## src/acl_pkg.sv

```systemverilog
// Shared package for the access control table: status codes, entry layout,
// memory command and the default table size. Depends on nothing.
package acl_pkg;

   localparam int unsigned DEFAULT_TABLE_ENTRIES = 32;

   localparam int unsigned USER_W = 8;
   localparam int unsigned RESOURCE_W = 8;
   localparam int unsigned PERM_W = 3;
   localparam int unsigned STATUS_W = 3;

   typedef enum logic [STATUS_W-1:0] {
      STATUS_ADDED   = 3'd0,
      STATUS_FULL    = 3'd1,
      STATUS_GRANTED = 3'd2,
      STATUS_DENIED  = 3'd3,
      STATUS_NOENTRY = 3'd4
   } status_type;

   typedef struct packed {
      logic [USER_W-1:0]     user;
      logic [RESOURCE_W-1:0] resource;
      logic [PERM_W-1:0]     perm;
   } entry_type;

   typedef struct packed {
      logic wr_en;
      logic rd_en;
   } mem_cmd_type;

endpackage

```

## src/acl_table_access_check_top.sv

```systemverilog
// Access control table top level: an add writes its entry, if there is room,
// on acceptance and its status strobes in the cycle after acceptance. A check
// reads one stored entry per cycle from the entry memory, holds busy while it
// scans and strobes its status in the first cycle with busy low. Synchronous
// reset empties the table; results cannot be stalled. Depends on acl_pkg,
// acl_mem, acl_ctrl.
module acl_table_access_check_top
   import acl_pkg::*;
#(
   parameter int unsigned TABLE_ENTRIES = DEFAULT_TABLE_ENTRIES
) (
   input  logic                  clock,
   input  logic                  reset,
   input  logic                  start,
   output logic                  busy,
   input  logic                  req_mode,
   input  logic [USER_W-1:0]     req_user_id,
   input  logic [RESOURCE_W-1:0] req_resource_id,
   input  logic [PERM_W-1:0]     req_permission_bits,
   output logic                  rsp_valid,
   output logic [STATUS_W-1:0]   rsp_status
);

   localparam int unsigned IDX_W = (TABLE_ENTRIES > 1) ? $clog2(TABLE_ENTRIES) : 1;

   mem_cmd_type      mem_cmd;
   logic [IDX_W-1:0] mem_addr;
   entry_type        mem_wr_entry;
   entry_type        mem_rd_entry;

   acl_ctrl #(
      .TABLE_ENTRIES(TABLE_ENTRIES)
   ) u_ctrl (
      .clock              (clock),
      .reset              (reset),
      .start              (start),
      .busy               (busy),
      .req_mode           (req_mode),
      .req_user_id        (req_user_id),
      .req_resource_id    (req_resource_id),
      .req_permission_bits(req_permission_bits),
      .rsp_valid          (rsp_valid),
      .rsp_status         (rsp_status),
      .mem_cmd            (mem_cmd),
      .mem_addr           (mem_addr),
      .mem_wr_entry       (mem_wr_entry),
      .mem_rd_entry       (mem_rd_entry)
   );

   acl_mem #(
      .TABLE_ENTRIES(TABLE_ENTRIES)
   ) u_mem (
      .clock   (clock),
      .cmd     (mem_cmd),
      .addr    (mem_addr),
      .wr_entry(mem_wr_entry),
      .rd_entry(mem_rd_entry)
   );

endmodule

```

## src/acl_mem.sv

```systemverilog
// Entry store of the access control table: one write port and one read port
// that share one address, with registered read data. Depends on acl_pkg.
module acl_mem
   import acl_pkg::*;
#(
   parameter int unsigned TABLE_ENTRIES = DEFAULT_TABLE_ENTRIES,
   localparam int unsigned IDX_W = (TABLE_ENTRIES > 1) ? $clog2(TABLE_ENTRIES) : 1
) (
   input  logic             clock,
   input  mem_cmd_type      cmd,
   input  logic [IDX_W-1:0] addr,
   input  entry_type        wr_entry,
   output entry_type        rd_entry
);

   entry_type mem_ff [TABLE_ENTRIES];
   entry_type rd_entry_ff;

   always_ff @(posedge clock) begin
      if (cmd.wr_en) begin
         mem_ff[addr] <= wr_entry;
      end
      if (cmd.rd_en) begin
         rd_entry_ff <= mem_ff[addr];
      end
   end

   assign rd_entry = rd_entry_ff;

endmodule

```

## src/acl_ctrl.sv

```systemverilog
// Sequencer of the access control table: appends entries, scans the store
// in insertion order for a check and produces the status. Depends on acl_pkg.
module acl_ctrl
   import acl_pkg::*;
#(
   parameter int unsigned TABLE_ENTRIES = DEFAULT_TABLE_ENTRIES,
   localparam int unsigned IDX_W = (TABLE_ENTRIES > 1) ? $clog2(TABLE_ENTRIES) : 1,
   localparam int unsigned CNT_W = $clog2(TABLE_ENTRIES + 1)
) (
   input  logic                  clock,
   input  logic                  reset,
   input  logic                  start,
   output logic                  busy,
   input  logic                  req_mode,
   input  logic [USER_W-1:0]     req_user_id,
   input  logic [RESOURCE_W-1:0] req_resource_id,
   input  logic [PERM_W-1:0]     req_permission_bits,
   output logic                  rsp_valid,
   output logic [STATUS_W-1:0]   rsp_status,
   output mem_cmd_type           mem_cmd,
   output logic [IDX_W-1:0]      mem_addr,
   output entry_type             mem_wr_entry,
   input  entry_type             mem_rd_entry
);

   typedef enum logic [0:0] {
      S_IDLE,
      S_SCAN
   } state_type;

   localparam logic [CNT_W-1:0] FULL_COUNT = CNT_W'(TABLE_ENTRIES);

   state_type        state_ff, state_in;
   logic [CNT_W-1:0] fill_ff, fill_in;
   logic [CNT_W-1:0] issue_ff, issue_in;
   logic [CNT_W-1:0] pend_idx_ff, pend_idx_in;
   logic             pending_ff, pending_in;
   entry_type        key_ff, key_in;
   logic             rsp_valid_ff, rsp_valid_in;
   status_type       rsp_status_ff, rsp_status_in;

   logic accept;
   logic hit;
   logic last;

   assign accept = start && (state_ff == S_IDLE);
   assign hit = (mem_rd_entry.user == key_ff.user)
             && (mem_rd_entry.resource == key_ff.resource);
   assign last = (pend_idx_ff + CNT_W'(1)) == fill_ff;

   always_comb begin
      state_in      = state_ff;
      fill_in       = fill_ff;
      issue_in      = issue_ff;
      pend_idx_in   = pend_idx_ff;
      pending_in    = 1'b0;
      key_in        = key_ff;
      rsp_valid_in  = 1'b0;
      rsp_status_in = rsp_status_ff;
      mem_cmd       = '0;
      mem_addr      = issue_ff[IDX_W-1:0];
      mem_wr_entry  = '{user: req_user_id, resource: req_resource_id,
                        perm: req_permission_bits};

      unique case (state_ff)
         S_IDLE: begin
            if (accept) begin
               key_in = mem_wr_entry;
               if (!req_mode) begin
                  rsp_valid_in = 1'b1;
                  if (fill_ff < FULL_COUNT) begin
                     mem_cmd.wr_en = 1'b1;
                     mem_addr      = fill_ff[IDX_W-1:0];
                     fill_in       = fill_ff + CNT_W'(1);
                     rsp_status_in = STATUS_ADDED;
                  end else begin
                     rsp_status_in = STATUS_FULL;
                  end
               end else if (fill_ff == '0) begin
                  rsp_valid_in  = 1'b1;
                  rsp_status_in = STATUS_NOENTRY;
               end else begin
                  mem_cmd.rd_en = 1'b1;
                  mem_addr      = '0;
                  pending_in    = 1'b1;
                  pend_idx_in   = '0;
                  issue_in      = CNT_W'(1);
                  state_in      = S_SCAN;
               end
            end
         end
         S_SCAN: begin
            if (pending_ff && hit) begin
               rsp_valid_in  = 1'b1;
               rsp_status_in = ((mem_rd_entry.perm & key_ff.perm) == key_ff.perm)
                             ? STATUS_GRANTED : STATUS_DENIED;
               state_in      = S_IDLE;
            end else if (pending_ff && last) begin
               rsp_valid_in  = 1'b1;
               rsp_status_in = STATUS_NOENTRY;
               state_in      = S_IDLE;
            end else if (issue_ff < fill_ff) begin
               mem_cmd.rd_en = 1'b1;
               pending_in    = 1'b1;
               pend_idx_in   = issue_ff;
               issue_in      = issue_ff + CNT_W'(1);
            end
         end
         default: begin
            state_in = S_IDLE;
         end
      endcase
   end

   always_ff @(posedge clock) begin
      if (reset) begin
         state_ff     <= S_IDLE;
         fill_ff      <= '0;
         pending_ff   <= 1'b0;
         rsp_valid_ff <= 1'b0;
      end else begin
         state_ff     <= state_in;
         fill_ff      <= fill_in;
         pending_ff   <= pending_in;
         rsp_valid_ff <= rsp_valid_in;
      end
      issue_ff      <= issue_in;
      pend_idx_ff   <= pend_idx_in;
      key_ff        <= key_in;
      rsp_status_ff <= rsp_status_in;
   end

   assign busy       = (state_ff != S_IDLE);
   assign rsp_valid  = rsp_valid_ff;
   assign rsp_status = rsp_status_ff;

endmodule

```

## config.mk

```make
export PLATFORM = sky130hd
export DESIGN_NAME = acl_table_access_check_top
export DESIGN_NICKNAME = d
export VERILOG_FILES = /design/src/acl_pkg.sv /design/src/acl_table_access_check_top.sv /design/src/acl_mem.sv /design/src/acl_ctrl.sv
export SDC_FILE = /design/constraint.sdc
export NUM_CORES = 1
export LEC_CHECK = 0
export ABC_AREA = 1
export BUFFER_PORTS_ARGS = -buffer_cell sky130_fd_sc_hd__buf_4
export CORE_MARGIN = 2
export CORE_UTILIZATION = 55
export CTS_BUF_LIST = sky130_fd_sc_hd__clkbuf_4 sky130_fd_sc_hd__clkbuf_8
export CTS_CLUSTER_SIZE = 12
export DETAILED_ROUTE_END_ITERATION = 6
export PLACE_DENSITY = 0.75
export SYNTH_ARGS = -nofsm -noshare
export SYNTH_HDL_FRONTEND = slang
export SYNTH_SLANG_ARGS = --single-unit
```

## constraint.sdc

```tcl
create_clock -name clock -period 4.2 [get_ports clock]
set_clock_uncertainty 0.1 [all_clocks]
set_input_delay 0.42 -clock clock [delete_from_list [all_inputs] [get_ports clock]]
set_output_delay 0.42 -clock clock [all_outputs]
set_load 0.03 [all_outputs]
```

# ---- Yosys cells after proc, flatten, opt, wreduce, memory -nomap -nowiden
# Memories as Yosys holds them, arrays and structs flattened. A register that Yosys moved wholly into a read port is not among the register bits.
# Index checks and enable logic that the tools add are counted.
# Widths: inputs -> output; s select.
dict set report word_totals {
  ramBits 608
  mem_count 1
  word_cells 90
  input_bits 23
  ff_bits 43
}
# name depth word_bits rd rd_clocked_by_memory_dff write_ports line
set mem_list {}
lappend mem_list {u_mem.mem_ff 32 19 1 1 1 acl_mem.sv:16} ;# entry_type mem_ff [TABLE_ENTRIES];
dict set report classes {
  order_cmp 2
  muxes 50
  n_addsub 3
  bitwise_logic 3
  reduce_logical 9
  n_eq_ne 12
}
# op count
set ops {}
lappend ops {{$mux 6} 12}
lappend ops {{$mux 5} 5}
lappend ops {{$pmux 6 s2} 2}
lappend ops {{$mux 1} 20}
lappend ops {{$add 6x1->6 const B} 3}
lappend ops {{$eq 8x8->1} 2}
lappend ops {{$mux 3} 5}
lappend ops {{$ne 2x2->1 const B} 5}
lappend ops {{$pmux 1 s2} 4}
lappend ops {{$eq 6x6->1} 1}
lappend ops {{$logic_not 6->1} 1}
lappend ops {{$lt 6x6->1} 1}
lappend ops {{$lt 6x6->1 const B} 1}
lappend ops {{$ne 3x3->1 const B} 2}
lappend ops {{$pmux 3 s2} 1}
lappend ops {{$reduce_and 6->1} 1}
lappend ops {{$logic_and 1x1->1} 4}
lappend ops {{$reduce_and 4->1} 1}
lappend ops {{$and 3x3->3} 1}
lappend ops {{$eq 3x3->1} 1}
lappend ops {{$reduce_and 3->1} 1}
lappend ops {{$mux 2} 1}
lappend ops {{$ne 2x1->1 const B} 1}
lappend ops {{$not 1->1} 2}
lappend ops {{$reduce_and 2->1} 1}

# ---- Longest topological paths before layout
# Gate-level depths: netlist of the first run.
dict set report logic_depth {
  ltp_word 7
  depth_mapped 17
  depth_no_buf 15
}

# ---- Cells and area by module
# A second synthesis of the first run with hierarchy kept.
dict set report hier_totals {
  cells_unflattened 2827
  area_unflattened_um2 28611.2
}
# module cells_per_inst seq_area_each_um2 area_each_um2 instances
set modules_own_cells {}
lappend modules_own_cells {acl_mem 2453 18828.1 25827.3 1}
lappend modules_own_cells {acl_ctrl 374 1201.2 2783.9 1}

# ---- Least setup slack after synthesis of the first run
# OpenSTA, ideal clock, no wires.
dict set report synth_path {
  path_type {register -> register}
  start {reg u_ctrl.state_ff (netlist: u_ctrl.busy)}
  end {mem u_mem.mem_ff[28][0] (netlist bit) (enable)}
  slack_ns 0.980
  setup_ns 0.395
  stages_incl_launch_ff 11
  arrival_ns 2.725
  period_less_slack_ns 3.220
  n_path_buf 3
  cell_sequence {dfxtp_1 -> buf_6 -> nor2_8 -> nand3_1 -> nand2_1 -> inv_2 -> nand2_2 -> buf_2 -> buf_2 -> nand3_1 -> nor2_1}
}
dict set report synth_via {
  elab_chain_cells 6
}
# element line
set synth_rtl {}
lappend synth_rtl {{from (decl)} acl_ctrl.sv:33} ;# state_type state_ff, state_in;
lappend synth_rtl {{from (signal assigned)} acl_ctrl.sv:122} ;# state_ff <= state_in;
lappend synth_rtl {{$not 1->1 (no source line)} n/a}
lappend synth_rtl {{$logic_and 1x1->1} acl_ctrl.sv:46} ;# assign accept = start && (state_ff == S_IDLE);
lappend synth_rtl {{$mux 2} acl_ctrl.sv:67} ;# if (accept) begin
lappend synth_rtl {{$mux 1} acl_ctrl.sv:65} ;# unique case (state_ff)
lappend synth_rtl {{$mux 1} acl_mem.sv:20} ;# if (cmd.wr_en) begin
lappend synth_rtl {{$mux 1 (not written as such)} acl_mem.sv:21} ;# mem_ff[addr] <= wr_entry;
lappend synth_rtl {{to (decl)} acl_mem.sv:16}
# Parallel ways exist; a longest one is shown, timed or not.

# ---- Worst setup path in the final report of the first run
dict set report layout_path {
  start {reg u_ctrl.state_ff (netlist: u_ctrl.busy)}
  end {reg, netlist name u_mem.rd_entry[7]}
}
dict set report layout_via {
  elab_chain_cells 4
}
# element line
set layout_rtl {}
lappend layout_rtl {{$not 1->1 (no source line)} n/a}
lappend layout_rtl {{$logic_and 1x1->1} acl_ctrl.sv:46}
lappend layout_rtl {{$mux 2 / $mux 5 (equally long branches)} acl_ctrl.sv:67}
lappend layout_rtl {{$pmux 1 s2 / $mux 5 (equally long branches)} acl_ctrl.sv:65}
# Parallel ways exist; a longest one is shown, timed or not.
# A chain may end at the register's enable or synchronous reset.

==> impl_metrics.tcl, run 1 <==
set metrics [dict create \
    wirelength_um 73100 \
    fmax_mhz 274 \
    yosysSeqAreaShare_pct 69.5 \
    synth_area_um2 28800 \
    grt_pass1_vias 19661 \
    crit_slowest_cell "dfxtp_1" \
    floorplan.initialDensity_pct 55.9 \
    totalPowerFinal_mw 14.2 \
    final_core_util_pct 61.7 \
    worst_hold_slack_ns 0.0688 \
    cp.required_ns 4.52 \
    clock-sinks 670 \
    insertion_delay_ns 0.70 \
    ys_types 34 \
    startpoint_type "flip-flop" \
    slew_headroom_pct 12.3 \
    grt_pass1_wl_um 112000 \
    root_buffer "clkbuf_8" \
    core_um2 51500 \
    critPathMaxStageDelay_ns 0.51 \
    fin_nets 2854 \
    synth_top_family_by_area "simple AND/OR/NAND/NOR gates" \
    cts_tree "built" \
    die_x_um 233 \
    die_y_um 233 \
    ys_seq_elements 670 \
    synth_compound_area_share_pct 0.469 \
    p_leak_nw 13.1 \
    fin_tns_setup_ns 0 \
    area.sequential_um2 20000 \
    diodes 0 \
    boundaryPins 28 \
    postSynth.asyncResetShare_pct 0 \
    worstSetupEndpointType "flip-flop" \
    status "finished clean" \
    setup_ws_ns 0.547 \
    clkTransAtPathRegs_ns 0.06 \
    arrival_ns 3.97 \
    drtIter0Drc 2705 \
    antenna_found_initial 0 \
    setup_viol 0 \
    maxCapViolCount 0 \
    synthCells 2775 \
    synthSimpleGateAreaFrac_pct 25.8 \
    fin_crit_ns 3.65 \
    period_share_pct 87.0 \
    place_ws_ns 0.768 \
    synth_flop_cell "edfxtp_1" \
    worst_slew_pin_slew_ns 1.31 \
    wire_per_inst_um 20.4 \
    dp_hpwl_um 40700 \
    synthAdderAreaFrac_pct 0.391 \
    antenna_left 0 \
    peakVddDrop_v 0.000326 \
    syn2layout_area_growth_pct 10.4 \
    drive_gt1_share_pct 10.7 \
    p_per_area_nw_per_um2 448 \
    viasPerCell 5.72 \
    cts_max_path_buffers 3 \
    rsz0062_at_grt "false" \
    synth_mux_area_share_pct 0 \
    grt_max_degree 197 \
    drc_errors 0 \
    num_vias 20490 \
    fillers 4105 \
    avgSynthCellArea_um2 10.4 \
    yosysWarnings 0 \
    critPathKind "flip-flop to flip-flop" \
    grt_overflow 0 \
    hold_violations 0 \
    crit_chain "nor2_8, nand2_4, nand2_1, nand2_1, inv_8, nand2_8, buf_12, nand2_1, nand2_1, nand2_1, nand2_1, nand2_1, nand2_1, nor2_1, nand2_1" \
    numCtsBuffers 106 \
    multiInputGateArea_um2 7860 \
    synth-edff-count 661 \
    place.gp.congestion 0.907 \
    port_buffers 27 \
    crit_fanout 192 \
    design.die.area_um2 54200 \
    track_usage_pct 27.2 \
    num_rows 83 \
    drv_slew 0 \
    cts_htree_levels 3 \
    synth_xor_area_share_pct 0.274 \
    dr.pass1.iters 6 \
    hold_class "input pin to flip-flop" \
    syn_nets 2807 \
    crit_top_cell "nand2_1" \
]
worst paths after layout:
path	slack [ns]	depth (start not counted)	end	start
worst max register to register	0.55	15	u_mem.rd_entry[7]	u_ctrl.busy
worst min register to register	0.46	2	u_ctrl.fill_ff[0]	u_ctrl.fill_ff[0]
worst max-delay path	0.55	15	u_mem.rd_entry[7]	u_ctrl.busy
worst min-delay path	0.07	4	u_ctrl.fill_ff[0]	req_mode
cells in the mapped netlist (all sizes together), types with 4 or more instances:
master	n	area share, %
o21ai	10	0.17
nand4	9	0.20
nor3	7	0.12
buf	120	2.2
edfxtp	661	69
xor2	5	0.15
inv	69	0.90
or2	7	0.15
xnor2	4	0.12
nand2	1377	18
ha	9	0.39
dfxtp	9	0.63
nand3	326	5.7
clkbuf	33	0.43
a21oi	10	0.17
nor2	107	1.5
repair_timing:
item	4_1_cts	5_1_grt
hold buffers	2	0
hold endpoints to repair	9	0
setup buffers	0	0
resized for setup	0	0
power breakdown:
part | switching, mW | internal (mW)
logic | 1.11 | 0.388
clock network | 2.43 | 2.80
registers | 0.0432 | 7.46
total | 3.59 | 10.6
flip-flops by register name, indices dropped and copies added, names as in the netlist:
name / cells
u_ctrl.pending_ff: 1
u_ctrl.issue_ff: 6
u_ctrl.key_ff: 19
u_ctrl.rsp_status: 3
u_ctrl.pend_idx_ff: 6
u_ctrl.fill_ff: 6
u_ctrl.rsp_valid: 1
u_ctrl.busy: 1
u_mem.rd_entry: 19
u_mem.mem_ff: 608
placed cells by master, fill, tap and decap left out, types with 2 or more instances in the layout:
master,count
ha_1,9
clkbuf_8,107
inv_2,5
clkinv_2,2
o21ai_1,3
nor3_1,7
edfxtp_1,661
a21oi_1,10
nor4_1,2
buf_12,7
nand4_1,9
o21ai_0,7
clkinv_1,20
nor2_2,33
dfxtp_1,9
nand2_1,1375
nand3_1,324
inv_1,62
dlygate4sd3_1,2
clkinvlp_4,5
or2_2,7
nand3b_1,3
buf_4,83
o22ai_1,2
clkbuf_4,50
nor2_1,72
xor2_1,5
xnor2_1,4
layout make-up:
type	count	share of cell area, %
clock buffers	157	5.81
clock inverters	29	0.464
inverters	69	0.846
multi-input cells	1883	24.7
flip-flops and latches	670	63.0
well taps	680	2.68
repair buffers	92	2.46
metrics by stage:
step	std cells	area [um^2]
final	3580	31800
after global placement	3392	29800
after floorplan	2775	28800
after global routing	3580	31800
after detailed placement	3392	29800
after CTS	3580	31800
critical path: cells and delay by family, from the launching register on:
kind	cells	cell delay, ns
and+or+nand+nor	13	1.89
DFF	1	0.51
buffers and inverters	2	0.50
kinds of logic after synthesis:
logic type | Yosys count
compound gates | 25
xor+xnor | 9
fa+ha+maj | 9
buf+inv | 222
flops | 670
simple gates | 1840
routing by layer:
metal  GRT usage, %  share of wire, %
met1           38.1                40
met2           42.5                46
met3           5.51                11
met4           9.69               3.1
met5              0                 0
(Power assumes the default switching activity.)
==> inputs of run 2 (changes only) <==
--- a/config.mk
+++ b/config.mk
@@ -5,7 +5,6 @@
 export SDC_FILE = /design/constraint.sdc
 export NUM_CORES = 1
 export LEC_CHECK = 0
-export ABC_AREA = 1
 export BUFFER_PORTS_ARGS = -buffer_cell sky130_fd_sc_hd__buf_4
 export CORE_MARGIN = 2
 export CORE_UTILIZATION = 55
==> impl_metrics.tcl, run 2 <==
set metrics [dict create \
    numCtsBuffers 101 \
    yosysWarnings 0 \
    root_buffer "clkbuf_8" \
    postCtsHoldBufs 2 \
    peakVddDrop_v 0.000315 \
    drtIter0Drc 2627 \
    grt_overflow 0 \
    die_y_um 219 \
    setup_viol 0 \
    cts_setup_buffers 0 \
    ys_types 48 \
    synthTopCellsByArea "edfxtp_1, mux2_2, a222oi_1, o22ai_1, clkbuf_1" \
    maxCapViolCount 0 \
    crit_fanout 35 \
    floorplan.initialDensity_pct 56.0 \
    hold_class "input pin to flip-flop" \
    multiInputGateArea_um2 5150 \
    ys_seq_elements 670 \
    synth-edff-count 661 \
    netlist.area_leader.share_pct 78.0 \
    grt_pass1_wl_um 89500 \
    ys_top_cells_by_count "edfxtp_1, a222oi_1, mux2_2" \
    pwr-share-seq_pct 55.0 \
    slew_headroom_pct 23.8 \
    fin_crit_ns 3.92 \
    place_ws_ns 0.209 \
    fin_tns_setup_ns 0 \
    viasPerCell 6.64 \
    fin_nets 1522 \
    antenna_left 0 \
    wire_per_inst_um 28.1 \
    fillers 3082 \
    rsz0062_at_grt "false" \
    fmax_mhz 255 \
    antenna_found_initial 3 \
    startpoint_type "flip-flop" \
    place.gp.congestion 0.843 \
    drv_slew 0 \
    cts_max_path_buffers 3 \
    syn2layout_area_growth_pct 14.2 \
    worst_slew_pin_slew_ns 1.14 \
    comb_power_share_pct 6.1 \
    arrival_ns 4.25 \
    worstSetupEndpointType "flip-flop" \
    p_clk_share_pct 39.0 \
    yosysTopAreaCell "edfxtp_1" \
    avgSynthCellArea_um2 18.8 \
    internal-power_mw 10.6 \
    largest_reg_flops 608 \
    wirelength_um 61000 \
    cts_resized 0 \
    design.die.area_um2 48000 \
    hold_violations 0 \
    clock-sinks 670 \
    clkTransAtPathRegs_ns 0.06 \
    dr.pass1.iters 6 \
    core_um2 45500 \
    setup_ws_ns 0.278 \
    p_per_area_nw_per_um2 466 \
    synth_area_um2 25500 \
    track_usage_pct 25.8 \
    yosysSeqAreaShare_pct 78.7 \
    num_rows 78 \
    post-synth-top-count-cell "edfxtp_1" \
    grt_pass1_vias 14151 \
    cts_htree_levels 3 \
    die_x_um 219 \
    cp.required_ns 4.53 \
    port_buffers 27 \
    cts_tree "built" \
    layout_commonest_cell "edfxtp_1" \
    period_share_pct 93.4 \
    drc_errors 0 \
    critPathKind "flip-flop to flip-flop" \
    synthCells 1351 \
    top_register "u_mem.mem_ff" \
    p_leak_nw 9.34 \
    boundaryPins 28 \
    grt_max_degree 124 \
    syn_nets 1383 \
    final_cell_mix "edfxtp_1, a222oi_1, mux2_2, buf_4, clkbuf_8" \
    postSynth.asyncResetShare_pct 0 \
    num_vias 14406 \
    synth_flop_cell "edfxtp_1" \
    area.sequential_um2 20000 \
    dp_hpwl_um 34400 \
    status "finished clean" \
    swShare_pct 22.0 \
    p_switching_mw 2.99 \
    drive_gt1_share_pct 29.6 \
    insertion_delay_ns 0.68 \
]
run 2: changes by cell type after synthesis, sizes merged, moves of 20 or more:
| cell | previous run | this run |
|---|---|---|
| or4 | 0 | 20 |
| buf | 120 | 31 |
| mux2 | 0 | 152 |
| o22ai | 2 | 77 |
| clkbuf | 33 | 58 |
| inv | 69 | 10 |
| a222oi | 0 | 152 |
| nand2 | 1377 | 21 |
| nor2 | 107 | 40 |
| nand3 | 326 | 14 |
run 2: final timing paths:
| check | from | endpoint | slack [ns] | depth (start not counted) |
|---|---|---|---|---|
| worst max-delay path | u_ctrl.fill_ff[5] | u_mem.rd_entry[13] | 0.28 | 8 |
| worst min-delay path | req_resource_id[5] | u_mem.mem_ff[5][8] | 0.06 | 1 |
| worst max register to register | u_ctrl.fill_ff[5] | u_mem.rd_entry[13] | 0.28 | 8 |
| worst min register to register | u_ctrl.fill_ff[1] | u_ctrl.fill_ff[1] | 0.46 | 2 |
run 2: routing by layer:
layer  vias up  routed length, um  GRT usage, %
li1       6073                  -             -
met1      7205              23600          36.8
met2      1004              28900          39.8
met3       122               6930          5.47
met4         2               1640          8.92
met5         -                 10             0
run 2: critical path: stages, from the launching register on:
cell      delay [ns]
dfxtp_1         0.39
or4b_1          0.76
mux2i_4         0.38
buf_12          0.30
buf_4           0.26
mux2_2          0.35
a222oi_1        0.43
o22ai_1         0.15
or4_1           0.54
run 2: layout make-up:
cell class / count / share of cell area (%)
clock inverter: 50 / 1.30
antenna: 2 / 0.0172
sequential: 670 / 68.9
inverter: 10 / 0.129
tap: 600 / 2.58
timing repair buffer: 125 / 3.72
clock buffer: 131 / 5.58
multi-input combinational: 582 / 17.7
run 2: metrics by stage:
stage / utilization (%) / instances / hold slack [ns] / total power, mW / area, um^2
3_5_place_dp: 59.4 / 1985 / 0.451 / 8.40 / 27000
6_report: 63.9 / 2170 / 0.0584 / 13.6 / 29100
5_1_grt: 63.9 / 2168 / 0.0528 / 13.9 / 29100
4_1_cts: 63.9 / 2168 / 0.0123 / 13.6 / 29100
3_3_place_gp: 59.4 / 1985 / 0.459 / 8.38 / 27000
2_1_floorplan: - / 1351 / 0.402 / 8.03 / 25500
run 2: power by group through the flow:
| stage | Sequential (mW) | Combinational, mW | Clock, mW |
|---|---|---|---|
| 2_1_floorplan | 7.59 | 0.448 | 0 |
| 3_3_place_gp | 7.58 | 0.796 | 0 |
| 3_5_place_dp | 7.59 | 0.812 | 0 |
| 4_1_cts | 7.45 | 0.817 | 5.34 |
| 5_1_grt | 7.45 | 0.872 | 5.62 |
| 6_report | 7.45 | 0.826 | 5.28 |
run 2: logic make-up after synthesis:
kind of cell             Yosys count  share of synthesized area (%)
AND/OR/NAND/NOR                  127                           2.69
flip-flops                       670                           78.7
buffers and inverters             99                           1.61
adder cells (fa/ha/maj)            9                          0.442
AO/OA/AOI/OAI                    265                           8.83
XOR/XNOR                          28                          0.964
multiplexers                     153                           6.76
